`config.mk`:
```
export PLATFORM = sky130hd
export DESIGN_NAME = centered_moving_average_core
export DESIGN_NICKNAME = d
export VERILOG_FILES = /design/src/design/cma_pkg.sv /design/src/design/cma_ram.sv /design/src/design/cma_recip.sv /design/src/design/centered_moving_average_core.sv
export SDC_FILE = /design/constraint.sdc
export NUM_CORES = 2
export LEC_CHECK = 0
export BUFFER_PORTS_ARGS = -buffer_cell sky130_fd_sc_hd__buf_2
export CAP_MARGIN = 20
export CORE_MARGIN = 2
export CORE_UTILIZATION = 60
export DETAILED_ROUTE_END_ITERATION = 10
export MAX_ROUTING_LAYER = met4
export PLACE_DENSITY_LB_ADDON = 0.15
export REMOVE_ABC_BUFFERS = 1
export SLEW_MARGIN = 20
export SYNTH_ARGS = -nofsm -noshare
export SYNTH_HDL_FRONTEND = slang
export SYNTH_SLANG_ARGS = --single-unit
```
`constraint.sdc`:
```
create_clock -name clk -period 10.8 [get_ports clk]
set_input_delay 1.62 -clock clk [delete_from_list [all_inputs] [get_ports clk]]
set_output_delay 1.62 -clock clk [all_outputs]
set_load 0.02 [all_outputs]
```
`src/design/cma_pkg.sv`:
```
`timescale 1ns / 1ps
// ----------------------------------------------------------------------------
// Centered moving average: shared package
// Default sizes and the fixed width of the radius write data.
// ----------------------------------------------------------------------------
package cma_pkg;

    // Largest supported radius; the window holds 2*MAX_RADIUS+1 samples.
    localparam int MAX_RADIUS  = 63;
    // Width of one input sample.
    localparam int SAMPLE_BITS = 16;
    // Width of the radius write data on the configuration port.
    localparam int RADIUS_BITS = 6;

endpackage

```
`src/design/cma_ram.sv`:
```
`timescale 1ns / 1ps
// ----------------------------------------------------------------------------
// Generic simple dual-port RAM
// One write port, one read port, read data registered.
// ----------------------------------------------------------------------------
module cma_ram #(
    parameter int WIDTH = 16,
    parameter int DEPTH = 127
) (
    input  logic                     clk,
    input  logic                     we,
    input  logic [$clog2(DEPTH)-1:0] waddr,
    input  logic [WIDTH-1:0]         wdata,
    input  logic                     re,
    input  logic [$clog2(DEPTH)-1:0] raddr,
    output logic [WIDTH-1:0]         rdata
);

    logic [WIDTH-1:0] mem [DEPTH];
    logic [WIDTH-1:0] rdata_reg;

    always_ff @(posedge clk)
    begin
        if (we)
        begin
            mem[waddr] <= wdata;
        end
        if (re)
        begin
            rdata_reg <= mem[raddr];
        end
    end

    assign rdata = rdata_reg;

endmodule

```
`src/design/cma_recip.sv`:
```
`timescale 1ns / 1ps
// ----------------------------------------------------------------------------
// Centered moving average: reciprocal unit
// Compute floor(2^SUM_BITS / window) one quotient bit per cycle.
// ----------------------------------------------------------------------------
module cma_recip #(
    parameter int MAX_RADIUS  = cma_pkg::MAX_RADIUS,
    parameter int SAMPLE_BITS = cma_pkg::SAMPLE_BITS
) (
    input  logic                                                     clk,
    input  logic                                                     rst_n,
    input  logic                                                     start,
    input  logic [$clog2(2*MAX_RADIUS+2)-1:0]                        divisor,
    output logic                                                     busy,
    output logic [SAMPLE_BITS+$clog2(2*MAX_RADIUS+2):0]              recip
);

    localparam int WIN_BITS = $clog2(2 * MAX_RADIUS + 2);
    localparam int SUM_BITS = SAMPLE_BITS + WIN_BITS;
    localparam int Q_BITS   = SUM_BITS + 1;
    localparam int CNT_BITS = $clog2(Q_BITS + 1);

    logic                busy_reg;
    logic [CNT_BITS-1:0] cnt_reg;
    logic [WIN_BITS:0]   rem_reg;
    logic [WIN_BITS-1:0] div_reg;
    logic [Q_BITS-1:0]   quo_reg;

    logic                bit_in;
    logic [WIN_BITS:0]   trial;
    logic                ge;
    logic [WIN_BITS:0]   rem_next;

    // Dividend is a one followed by SUM_BITS zeros.
    assign bit_in   = (cnt_reg == CNT_BITS'(Q_BITS));
    assign trial    = {rem_reg[WIN_BITS-1:0], bit_in};
    assign ge       = (trial >= {1'b0, div_reg});
    assign rem_next = ge ? (trial - {1'b0, div_reg}) : trial;

    always_ff @(posedge clk or negedge rst_n)
    begin
        if (!rst_n)
        begin
            busy_reg <= 1'b0;
            cnt_reg  <= '0;
            rem_reg  <= '0;
            div_reg  <= WIN_BITS'(1);
            // Window of one after reset: reciprocal is exactly 2^SUM_BITS.
            quo_reg  <= Q_BITS'(1) << SUM_BITS;
        end
        else if (start)
        begin
            busy_reg <= 1'b1;
            cnt_reg  <= CNT_BITS'(Q_BITS);
            rem_reg  <= '0;
            div_reg  <= divisor;
        end
        else if (busy_reg)
        begin
            rem_reg  <= rem_next;
            quo_reg  <= {quo_reg[Q_BITS-2:0], ge};
            cnt_reg  <= cnt_reg - CNT_BITS'(1);
            if (cnt_reg == CNT_BITS'(1))
            begin
                busy_reg <= 1'b0;
            end
        end
    end

    assign busy  = busy_reg;
    assign recip = quo_reg;

endmodule

```
`src/design/centered_moving_average_core.sv`:
```
// The first result is offered after the read/sum, multiply and fix states of an accepted request.
// The sequencer finishes a request, with any end-of-stream results and stalled results, before
//   it takes the next one.
// A radius write holds off requests while the reciprocal unit iterates. Reset clears radius,
//   sum, count and ring position; the delay-line RAM is not cleared.
`timescale 1ns / 1ps
// ----------------------------------------------------------------------------
// Centered moving average filter core
// Delay line in RAM, running sum, division by the window through a
// reciprocal multiply with one correction step.
// ----------------------------------------------------------------------------
module centered_moving_average_core #(
    parameter int MAX_RADIUS  = cma_pkg::MAX_RADIUS,
    parameter int SAMPLE_BITS = cma_pkg::SAMPLE_BITS
) (
    input  logic                          clk,
    input  logic                          rst_n,
    // Configuration write channel
    input  logic                          cfg_valid,
    output logic                          cfg_ready,
    input  logic [cma_pkg::RADIUS_BITS-1:0] radius,
    // Sample channel
    input  logic                          in_valid,
    output logic                          in_ready,
    input  logic [SAMPLE_BITS-1:0]        sample,
    input  logic                          end_of_stream,
    // Result channel
    output logic                          out_valid,
    input  logic                          out_ready,
    output logic signed [SAMPLE_BITS:0]   average,
    output logic                          last_of_run
);

    localparam int DEPTH     = 2 * MAX_RADIUS + 1;
    localparam int ADDR_BITS = $clog2(DEPTH);
    localparam int RAD_W     = $clog2(MAX_RADIUS + 1);
    localparam int WIN_BITS  = RAD_W + 1;
    localparam int SUM_BITS  = SAMPLE_BITS + WIN_BITS;
    localparam int Q_BITS    = SUM_BITS + 1;
    localparam int PROD_BITS = SUM_BITS + Q_BITS;

    localparam logic [2:0] S_IDLE = 3'd0;
    localparam logic [2:0] S_READ = 3'd1;
    localparam logic [2:0] S_MUL  = 3'd2;
    localparam logic [2:0] S_FIX  = 3'd3;
    localparam logic [2:0] S_OUT  = 3'd4;

    // Control state
    logic [2:0]             state_reg, state_next;
    logic [RAD_W-1:0]       radius_reg;
    logic [SUM_BITS-1:0]    sum_reg;
    logic [WIN_BITS-1:0]    seen_reg;
    logic [ADDR_BITS-1:0]   wp_reg;
    logic                   out_valid_reg, out_valid_next;
    logic [RAD_W-1:0]       extra_reg, extra_next;

    // Per-request context
    logic [SAMPLE_BITS-1:0] smp_reg;
    logic                   eos_reg;
    logic                   full_reg;
    logic                   has_avg_reg;
    logic [SUM_BITS-1:0]    div_sum_reg;
    logic [PROD_BITS-1:0]   prod_reg;
    logic [SAMPLE_BITS:0]   avg_reg, avg_next;
    logic                   last_reg, last_next;

    // Datapath
    logic                   in_fire;
    logic                   cfg_fire;
    logic [WIN_BITS-1:0]    win;
    logic [SAMPLE_BITS-1:0] old_smp;
    logic [SAMPLE_BITS-1:0] rdata;
    logic                   full_old;
    logic [SUM_BITS-1:0]    sum_upd;
    logic [WIN_BITS-1:0]    seen_upd;
    logic [ADDR_BITS-1:0]   wp_upd;
    logic [RAD_W-1:0]       extra_upd;
    logic [RAD_W-1:0]       radius_sat;
    logic                   recip_busy;
    logic [Q_BITS-1:0]      recip;
    logic [SAMPLE_BITS-1:0] q0;
    logic [SUM_BITS-1:0]    qd;
    logic [SUM_BITS-1:0]    rem;
    logic [SAMPLE_BITS-1:0] quot;

    assign in_fire   = in_valid && in_ready;
    assign cfg_fire  = cfg_valid && cfg_ready;
    // Take a radius write only between requests.
    assign cfg_ready = (state_reg == S_IDLE);
    // Take a request only when idle, the reciprocal is settled and no radius
    // write is waiting.
    assign in_ready  = (state_reg == S_IDLE) && !recip_busy && !cfg_valid;

    assign win = {radius_reg, 1'b1};

    // Clamp the written radius to the supported range.
    assign radius_sat = (radius > cma_pkg::RADIUS_BITS'(MAX_RADIUS))
                      ? RAD_W'(MAX_RADIUS)
                      : radius[RAD_W-1:0];

    cma_recip #(
        .MAX_RADIUS  (MAX_RADIUS),
        .SAMPLE_BITS (SAMPLE_BITS)
    ) u_recip (
        .clk     (clk),
        .rst_n   (rst_n),
        .start   (cfg_fire),
        .divisor ({radius_sat, 1'b1}),
        .busy    (recip_busy),
        .recip   (recip)
    );

    // Read the oldest entry at accept, write the new sample back in the next cycle
    // at the same address. Requests never overlap, so no forwarding is needed.
    cma_ram #(
        .WIDTH (SAMPLE_BITS),
        .DEPTH (DEPTH)
    ) u_line (
        .clk   (clk),
        .we    (state_reg == S_READ),
        .waddr (wp_reg),
        .wdata (smp_reg),
        .re    (in_fire),
        .raddr (wp_reg),
        .rdata (rdata)
    );

    // Sum update: drop the oldest sample once the window is full, add the new one.
    assign full_old  = (seen_reg == win);
    assign old_smp   = full_old ? rdata : '0;
    assign sum_upd   = sum_reg - SUM_BITS'(old_smp) + SUM_BITS'(smp_reg);
    assign seen_upd  = full_old ? seen_reg : seen_reg + WIN_BITS'(1);
    assign wp_upd    = (wp_reg == ADDR_BITS'({radius_reg, 1'b0}))
                     ? '0 : wp_reg + ADDR_BITS'(1);
    // Trailing positions to flush on end of stream: min(count, radius).
    assign extra_upd = (seen_upd < {1'b0, radius_reg})
                     ? seen_upd[RAD_W-1:0] : radius_reg;

    // Quotient estimate is the true quotient or one below; fix with one compare.
    assign q0   = prod_reg[SUM_BITS +: SAMPLE_BITS];
    assign qd   = SUM_BITS'(q0) * SUM_BITS'(win);
    assign rem  = div_sum_reg - qd;
    assign quot = (rem >= SUM_BITS'(win)) ? q0 + SAMPLE_BITS'(1) : q0;

    // Sequencer and result register
    always_comb
    begin
        state_next     = state_reg;
        out_valid_next = out_valid_reg;
        extra_next     = extra_reg;
        avg_next       = avg_reg;
        last_next      = last_reg;
        unique case (state_reg)
            S_IDLE:
            begin
                if (in_fire)
                begin
                    state_next = S_READ;
                end
            end
            S_READ:
            begin
                state_next = S_MUL;
                extra_next = eos_reg ? extra_upd : '0;
            end
            S_MUL:
            begin
                state_next = S_FIX;
            end
            S_FIX:
            begin
                if (has_avg_reg)
                begin
                    avg_next       = full_reg ? {1'b0, quot} : '1;
                    last_next      = (extra_reg == '0);
                    out_valid_next = 1'b1;
                    state_next     = S_OUT;
                end
                else if (extra_reg != '0)
                begin
                    avg_next       = '1;
                    last_next      = (extra_reg == RAD_W'(1));
                    extra_next     = extra_reg - RAD_W'(1);
                    out_valid_next = 1'b1;
                    state_next     = S_OUT;
                end
                else
                begin
                    state_next = S_IDLE;
                end
            end
            S_OUT:
            begin
                if (out_ready)
                begin
                    if (extra_reg != '0)
                    begin
                        // Flush one more trailing position as -1.
                        avg_next   = '1;
                        last_next  = (extra_reg == RAD_W'(1));
                        extra_next = extra_reg - RAD_W'(1);
                    end
                    else
                    begin
                        out_valid_next = 1'b0;
                        state_next     = S_IDLE;
                    end
                end
            end
            default:
            begin
                state_next     = S_IDLE;
                out_valid_next = 1'b0;
            end
        endcase
    end

    always_ff @(posedge clk or negedge rst_n)
    begin
        if (!rst_n)
        begin
            state_reg     <= S_IDLE;
            radius_reg    <= '0;
            sum_reg       <= '0;
            seen_reg      <= '0;
            wp_reg        <= '0;
            out_valid_reg <= 1'b0;
            extra_reg     <= '0;
        end
        else
        begin
            state_reg     <= state_next;
            out_valid_reg <= out_valid_next;
            extra_reg     <= extra_next;
            if (cfg_fire)
            begin
                // A new radius starts a new stream.
                radius_reg <= radius_sat;
                sum_reg    <= '0;
                seen_reg   <= '0;
                wp_reg     <= '0;
            end
            else if (state_reg == S_READ)
            begin
                if (eos_reg)
                begin
                    sum_reg  <= '0;
                    seen_reg <= '0;
                    wp_reg   <= '0;
                end
                else
                begin
                    sum_reg  <= sum_upd;
                    seen_reg <= seen_upd;
                    wp_reg   <= wp_upd;
                end
            end
        end
    end

    // Payload registers, no reset needed
    always_ff @(posedge clk)
    begin
        if (in_fire)
        begin
            smp_reg <= sample;
            eos_reg <= end_of_stream;
        end
        if (state_reg == S_READ)
        begin
            div_sum_reg <= sum_upd;
            full_reg    <= (seen_upd == win);
            has_avg_reg <= (seen_upd > {1'b0, radius_reg});
        end
        if (state_reg == S_MUL)
        begin
            prod_reg <= PROD_BITS'(div_sum_reg) * PROD_BITS'(recip);
        end
        avg_reg  <= avg_next;
        last_reg <= last_next;
    end

    assign out_valid   = out_valid_reg;
    assign average     = avg_reg;
    assign last_of_run = last_reg;

    // ------------------------------------------------------------------------
    // Assertions
    // ------------------------------------------------------------------------
    // A result is only offered from the output state.
    a_out_state: assert property (@(posedge clk) disable iff (!rst_n)
        out_valid_reg |-> (state_reg == S_OUT))
        else $error("result offered outside output state");

    // Sample count never passes the window length.
    a_seen_bound: assert property (@(posedge clk) disable iff (!rst_n)
        seen_reg <= win)
        else $error("sample count above window length");

    // Ring position stays inside the window.
    a_wp_bound: assert property (@(posedge clk) disable iff (!rst_n)
        {1'b0, wp_reg} < {1'b0, win})
        else $error("ring position outside window");

    // An accepted request starts the read-modify-write of the delay line.
    a_accept_read: assert property (@(posedge clk) disable iff (!rst_n)
        in_fire |=> (state_reg == S_READ))
        else $error("accepted request did not start a line access");

endmodule

```
* Yosys cells after proc, flatten, opt, wreduce, memory -nomap -nowiden
Memory sizes are Yosys's and may differ from the RTL's. A register that Yosys moved wholly into a read port is not among the register bits.
Index checks and enable logic that the tools add are counted.
** Word-level totals
- Register bits after elaboration :: 189
- RAM bits :: 2032
- Input port bits :: 28
- Output and inout bits :: 21
- Word-level logic and storage cells :: 122
- Memories :: 1
** Cells by class
- Add/subtract/negate cells :: 9
- Multipliers :: 2
- Order comparisons :: 5
- Equality and inequality tests :: 15
- Multiplexer cells :: 50
- Bitwise gates (word level) :: 2
- Reductions and logical operators :: 19
** Memory list
- u_line.mem :: words 127, width 16, rd ports 1, clocked after memory_dff 1, wr ports 1, RTL line cma_ram.sv:19 : logic [WIDTH-1:0] mem [DEPTH];
** Operators with widths (count)
- two-way mux 7 bit :: 11
- two-way mux 23 bit :: 3
- two-way mux 17 bit :: 4
- multiplier 23 x 24 -> 39 bit :: 1
- two-way mux 6 bit :: 6
- one-hot mux 17 bit (2 select lines) :: 1
- two-way mux 16 bit :: 2
- adder 23 x 16 -> 23 bit :: 1
- greater-or-equal comparator 23 x 7 -> 1 bit :: 1
- multiplier 16 x 7 -> 23 bit :: 1
- subtractor 23 x 16 -> 23 bit :: 1
- subtractor 23 bit :: 1
- == test 7 bit :: 3
- one-hot mux 6 bit (3 select lines) :: 1
- adder 16 x 1 -> 16 bit, second input constant :: 1
- two-way mux 3 bit :: 5
- one-hot mux 3 bit (5 select lines) :: 1
- adder 7 x 1 -> 7 bit, second input constant :: 2
- two-way mux 1 bit :: 12
- two-way mux 5 bit :: 2
- greater-or-equal comparator 8 x 7 -> 1 bit :: 1
- greater-than comparator 7 x 6 -> 1 bit :: 1
- < comparator 7 x 6 -> 1 bit :: 1
- subtractor 7 bit :: 1
- 26 further kinds :: 38

* Depth between registers and ports, before layout
- Depth after elaboration :: 7
- Depth in mapped cells :: 27
- Depth with buffers taken out :: 25

* Modules after synthesis
From an unflattened synthesis, not the netlist that was laid out.
** Second synthesis, totals
- Cell total of the unflattened synthesis :: 6639
- Area total of the unflattened synthesis :: 108062.4 um2
** By module, submodules not included
- cma_ram :: instances 1, cells each 3436, area each 78701.7 um2
- centered_moving_average_core :: instances 1, cells each 3018, area each 27182.3 um2
- cma_recip :: instances 1, cells each 185, area each 2178.3 um2

* Worst setup path before layout
No wires, ideal clock.
- Path kind :: reg2reg
- From :: register div_sum_reg[2]
- To :: register prod_reg[24] (data pin)
- Setup time :: 0.258 ns
- Arrival time :: 6.428 ns
- Slack :: 4.114 ns
- Cell stages (with the launch flop) :: 24
- Buffers on the path :: 2
- Cells stage by stage :: edfxtp_1 > clkbuf_1 > clkbuf_1 > nand2_1 > fa_1 > fa_1 > inv_1 > fa_1 > fa_1 > fa_1 > inv_1 > fa_1 > inv_1 > fa_1 > ha_1 > a21o_1 > a21o_1 > a221oi_1 > nand2_1 > a21o_1 > a2111oi_0 > nor3_1 > a21oi_1 > xnor2_1
** Between the ends
- Cells in the longest elaborated chain, start to end :: 1
** RTL lines
- start, declared :: RTL line centered_moving_average_core.sv:62 : logic [SUM_BITS-1:0] div_sum_reg;
- start signal, assigned :: RTL line centered_moving_average_core.sv:271 : div_sum_reg <= sum_upd;
- multiplier 23 x 24 -> 39 bit :: RTL line centered_moving_average_core.sv:277 : prod_reg <= PROD_BITS'(div_sum_reg) * PROD_BITS'(recip);
- end signal, assigned :: RTL line centered_moving_average_core.sv:277
- end, declared :: RTL line centered_moving_average_core.sv:63 : logic [PROD_BITS-1:0] prod_reg;
Every way passes these cells.
A chain may end at the register's enable or synchronous reset.

* Final worst setup path
- From :: register div_sum_reg[5]
- To :: register prod_reg[24] (data pin)
The elaborated chain is that of the path after synthesis.

==> impl_results.rst <==
.. list-table::
   :header-rows: 1

   * - Metric
     - Value
   * - Cell area after synthesis
     - 104000 sq um
   * - Register Area
     - between 60000 and 70000 sq um
   * - Overall overflow remaining after global route
     - 0
   * - Type of element capturing the critical path
     - flip-flop
   * - Area share of the largest cell type after synthesis
     - between 60% and 70%
   * - Avg Vias per Cell
     - 6.57
   * - Library cell contributing the largest single delay on the critical path
     - sky130_fd_sc_hd__edfxtp_1
   * - Die ar.
     - ~180000 sq um
   * - Post-cts sizing count
     - 0
   * - Core outline area
     - 173000 sq um
   * - Count of non-filler cells in the finished layout
     - 9910
   * - Count of hold buffers inserted by post-cts repair
     - 0
   * - Async SR Flop Fraction
     - 4.07%
   * - Mean post-synth cell area
     - around 14 sq um
   * - Cells on worst reg2reg path
     - 21
   * - Total number of vias
     - 65100
   * - Worst-path fanout max
     - 25
   * - Clock insertion delay at the later pin of the skew report
     - 0.87 ns
   * - Starting density of the core
     - between 60 and 70%
   * - Most flop-heavy register
     - u_line.mem
   * - DRC violations left
     - 0
   * - Antenna-violating nets left
     - 0
   * - Measured slew at the worst slew-check pin
     - 1.34 ns
   * - Clk_skew
     - 0.0577 ns
   * - Fill cells
     - 12200
   * - Library cells used by synthesis
     - 92
   * - WHS Path Cells
     - 2
   * - Number of buffers inserted by port buffering
     - 48
   * - Post-Place Worst Slack
     - roughly 3.5 ns
   * - Final critical-path required period
     - between 7 and 8 ns
   * - Signed area change from the synthesized netlist to the final layout
     - 10.3%
   * - Total non-filler cell area in the finished layout
     - roughly 120000 sq um
   * - Pin count of the biggest net entering global routing
     - ~130
   * - Register area share after synthesis
     - between 60% and 70%
   * - Most frequent cells after synthesis
     - sky130_fd_sc_hd__edfxtp_1, sky130_fd_sc_hd__inv_1, sky130_fd_sc_hd__a22oi_1, sky130_fd_sc_hd__nand2_1, sky130_fd_sc_hd__fa_1
   * - RSZ-0062 raised after global routing
     - no
   * - Number of violations reported at the end of detailed-routing iteration 0
     - 9395
   * - Ratio of cells with drive above 1 in the final layout
     - 10.1%
   * - Iteration count of the initial detailed-routing pass
     - 6
   * - Global Route Usage Sum
     - 35.0%
   * - Critical Path, Cell by Cell
     - nand2_1, fa_1, fa_1, inv_1, fa_1, fa_1, fa_1, inv_1, fa_1, inv_1, fa_1, ha_1, a21o_1, a21o_1, a221oi_1, nand2_1, a21o_1, a2111oi_0, nor3_1, a21oi_1, xnor2_1
   * - Die outline height
     - 421 microns
   * - Top-level I/O count
     - 49
   * - Post-detailed-routing wire length
     - 303000 microns
   * - Clock tree buffer depth
     - 3
   * - Peak clock frequency supported by timing
     - 135 MHz
   * - Setup slack after layout
     - 3.40 ns
   * - Number of global-route vias before repair
     - between 60000 and 70000
   * - Period Utilization, post-route
     - 68.5%
   * - Sum of buffers and inverters on the critical path
     - 3
   * - Clk pin slew, worst setup/hold paths
     - approximately 0.06 ns
   * - Run status
     - finished clean
   * - Post-CTS setup repair buffer count
     - 0
   * - CTS sink count
     - about 2200
   * - Max Transition Viols Final
     - 0
   * - Routability cong.
     - 0.957
   * - Number of buffers inserted during clock tree synthesis
     - between 200 and 250
   * - Number of synthesized flops with an enable pin
     - 2124
   * - Post-layout net count
     - 8181
   * - Most instantiated library cell after synthesis
     - sky130_fd_sc_hd__edfxtp_1
   * - Width of the chip
     - 421 microns
   * - Post-Synthesis Cells
     - 7307
   * - Area used by multi-input combinational logic
     - between 30000 and 40000 sq um
   * - Cell mode on critical path
     - sky130_fd_sc_hd__fa_1
   * - Yosys Warn Count
     - 0
   * - Worst path max stage delay
     - about 1.1 ns
   * - Family with the most delay on the worst path
     - adder cells
   * - CTS tree
     - done
   * - Antenna violations before repair
     - 11
   * - Number of failing hold endpoints at the final stage
     - 0
   * - First-pass GRT wire length
     - around 440000 microns
   * - Half-perimeter wire length of the detailed placement result
     - 185000 microns
   * - Clk root buf
     - sky130_fd_sc_hd__clkbuf_16
   * - Arrival @ worst endpoint
     - 7.97 ns
   * - Synth area leader
     - sky130_fd_sc_hd__edfxtp_1
   * - Number of standard-cell rows in the floorplan
     - ~150
   * - Largest register FFs
     - 2032
   * - Critical Path RT
     - about 11 ns
   * - Placed instance area
     - 108000 sq um
   * - Core occupancy in the finished layout
     - 66.4%
   * - Count of state elements after synthesis
     - about 2200
   * - Placed cells
     - between 9000 and 10000
   * - Critical path class
     - reg -> reg
   * - CTS H-Tree Depth
     - 4
   * - Most area-consuming cells after synthesis
     - sky130_fd_sc_hd__edfxtp_1, sky130_fd_sc_hd__fa_1, sky130_fd_sc_hd__a22oi_1
   * - Remaining max-slew budget at the tightest pin
     - 11.0%
   * - Most frequently used flop master after synthesis
     - sky130_fd_sc_hd__edfxtp_1
   * - Reported max-cap violation count
     - 0
   * - Final Setup Violations
     - 0
   * - Kind of path behind the tightest hold check
     - reg -> reg
   * - Number of cells on the critical path
     - 21
   * - Element type at the critical path start
     - flip-flop
   * - Routed length per instance
     - 30.5 microns
==> through the flow <==
| stage | hold WS (ns) | setup TNS, ns |
|---|---|---|
| floorplan | 0.466 | -6393.33 |
| global placement | 0.494 | 0 |
| detailed placement | 0.492 | 0 |
| CTS | 0.509 | 0 |
| global route | 0.533 | 0 |
| finish | 0.509 | 0 |
==> layer usage <==
layer	share of wire [%]	track usage, %	up-vias
met5	0	-	-
met4	5.3	15.7	0
li1	-	-	27200
met1	37	45.4	33200
met2	47	54.5	4025
met3	10	6.57	730
==> kinds of logic (layout without fill, tap and decap cells) <==
kind of cell / Yosys count / after routing / share of synthesized area [%]
multiplexers: 163 / 163 / 1.80
other: 0 / 10 / 0
AO/OA/AOI/OAI: 1535 / 1535 / 10.9
adder cells (fa/ha/maj): 759 / 759 / 13.0
flip-flops: 2214 / 2214 / 63.2
AND/OR/NAND/NOR: 1375 / 1375 / 6.06
XOR/XNOR: 98 / 98 / 0.822
buffers and inverters: 1163 / 1431 / 4.22
==> worst paths after layout <==
check,start,to,slack (ns)
setup / recovery,div_sum_reg[5],prod_reg[24],3.40
hold / removal,out_valid,out_valid,0.51
setup reg to reg,div_sum_reg[5],prod_reg[24],3.40
hold reg to reg,out_valid,out_valid,0.51
max in group asynchronous,rst_n,u_recip.recip[5],8.73
min in group asynchronous,rst_n,u_recip.busy,0.74
==> layout by cell type, fill, tap and decap left out, types with 14 or more instances in the layout <==
cell type	count
sky130_fd_sc_hd__nand2_1	619
sky130_fd_sc_hd__nor4_1	23
sky130_fd_sc_hd__a41oi_1	69
sky130_fd_sc_hd__o21ai_0	150
sky130_fd_sc_hd__a21oi_1	124
sky130_fd_sc_hd__nand4_1	77
sky130_fd_sc_hd__fa_1	539
sky130_fd_sc_hd__edfxtp_1	2124
sky130_fd_sc_hd__a211oi_1	17
sky130_fd_sc_hd__bufinv_16	19
sky130_fd_sc_hd__mux2i_1	72
sky130_fd_sc_hd__buf_4	257
sky130_fd_sc_hd__mux2_2	79
sky130_fd_sc_hd__nand2b_1	22
sky130_fd_sc_hd__o2111ai_1	17
sky130_fd_sc_hd__nor2b_1	18
sky130_fd_sc_hd__clkbuf_16	211
sky130_fd_sc_hd__dfrtp_1	83
sky130_fd_sc_hd__a221oi_1	131
sky130_fd_sc_hd__clkinv_1	46
sky130_fd_sc_hd__a31oi_1	73
sky130_fd_sc_hd__o21a_1	22
sky130_fd_sc_hd__clkbuf_1	45
sky130_fd_sc_hd__inv_1	716
sky130_fd_sc_hd__clkinv_2	42
sky130_fd_sc_hd__a22o_1	109
sky130_fd_sc_hd__a22oi_1	646
sky130_fd_sc_hd__and3_1	20
sky130_fd_sc_hd__o211ai_1	27
sky130_fd_sc_hd__nor2_1	273
sky130_fd_sc_hd__nand3_1	43
sky130_fd_sc_hd__ha_1	220
sky130_fd_sc_hd__o31ai_1	14
sky130_fd_sc_hd__nor3_1	31
sky130_fd_sc_hd__xnor2_1	73
sky130_fd_sc_hd__a21o_1	24
sky130_fd_sc_hd__buf_2	47
sky130_fd_sc_hd__xor2_1	25
sky130_fd_sc_hd__and2_1	185
==> worst register-to-register path, delay by kind of cell (launching register included) <==
kind / cells / cell delay [ns]
flops: 1 / 1.11
buf+inv: 3 / 0.15
xor+xnor: 1 / 0.08
fa+ha+maj: 8 / 3.79
compound gates: 6 / 1.56
simple gates: 3 / 0.46
==> area by class of cell <==
| cell class | instances | share of cell area (%) |
|---|---|---|
| antenna | 10 | 0.0217 |
| multi-input combinational | 3930 | 29.6 |
| clock buffer | 261 | 4.79 |
| tap | 2325 | 2.53 |
| sequential | 2214 | 57.4 |
| clock inverter | 132 | 1.20 |
| inverter | 718 | 2.34 |
| timing repair buffer | 320 | 2.14 |
Power is left out: the tool's default activity adds up to more than one toggle a clock period on the data nets, which glitch-free logic cannot reach.
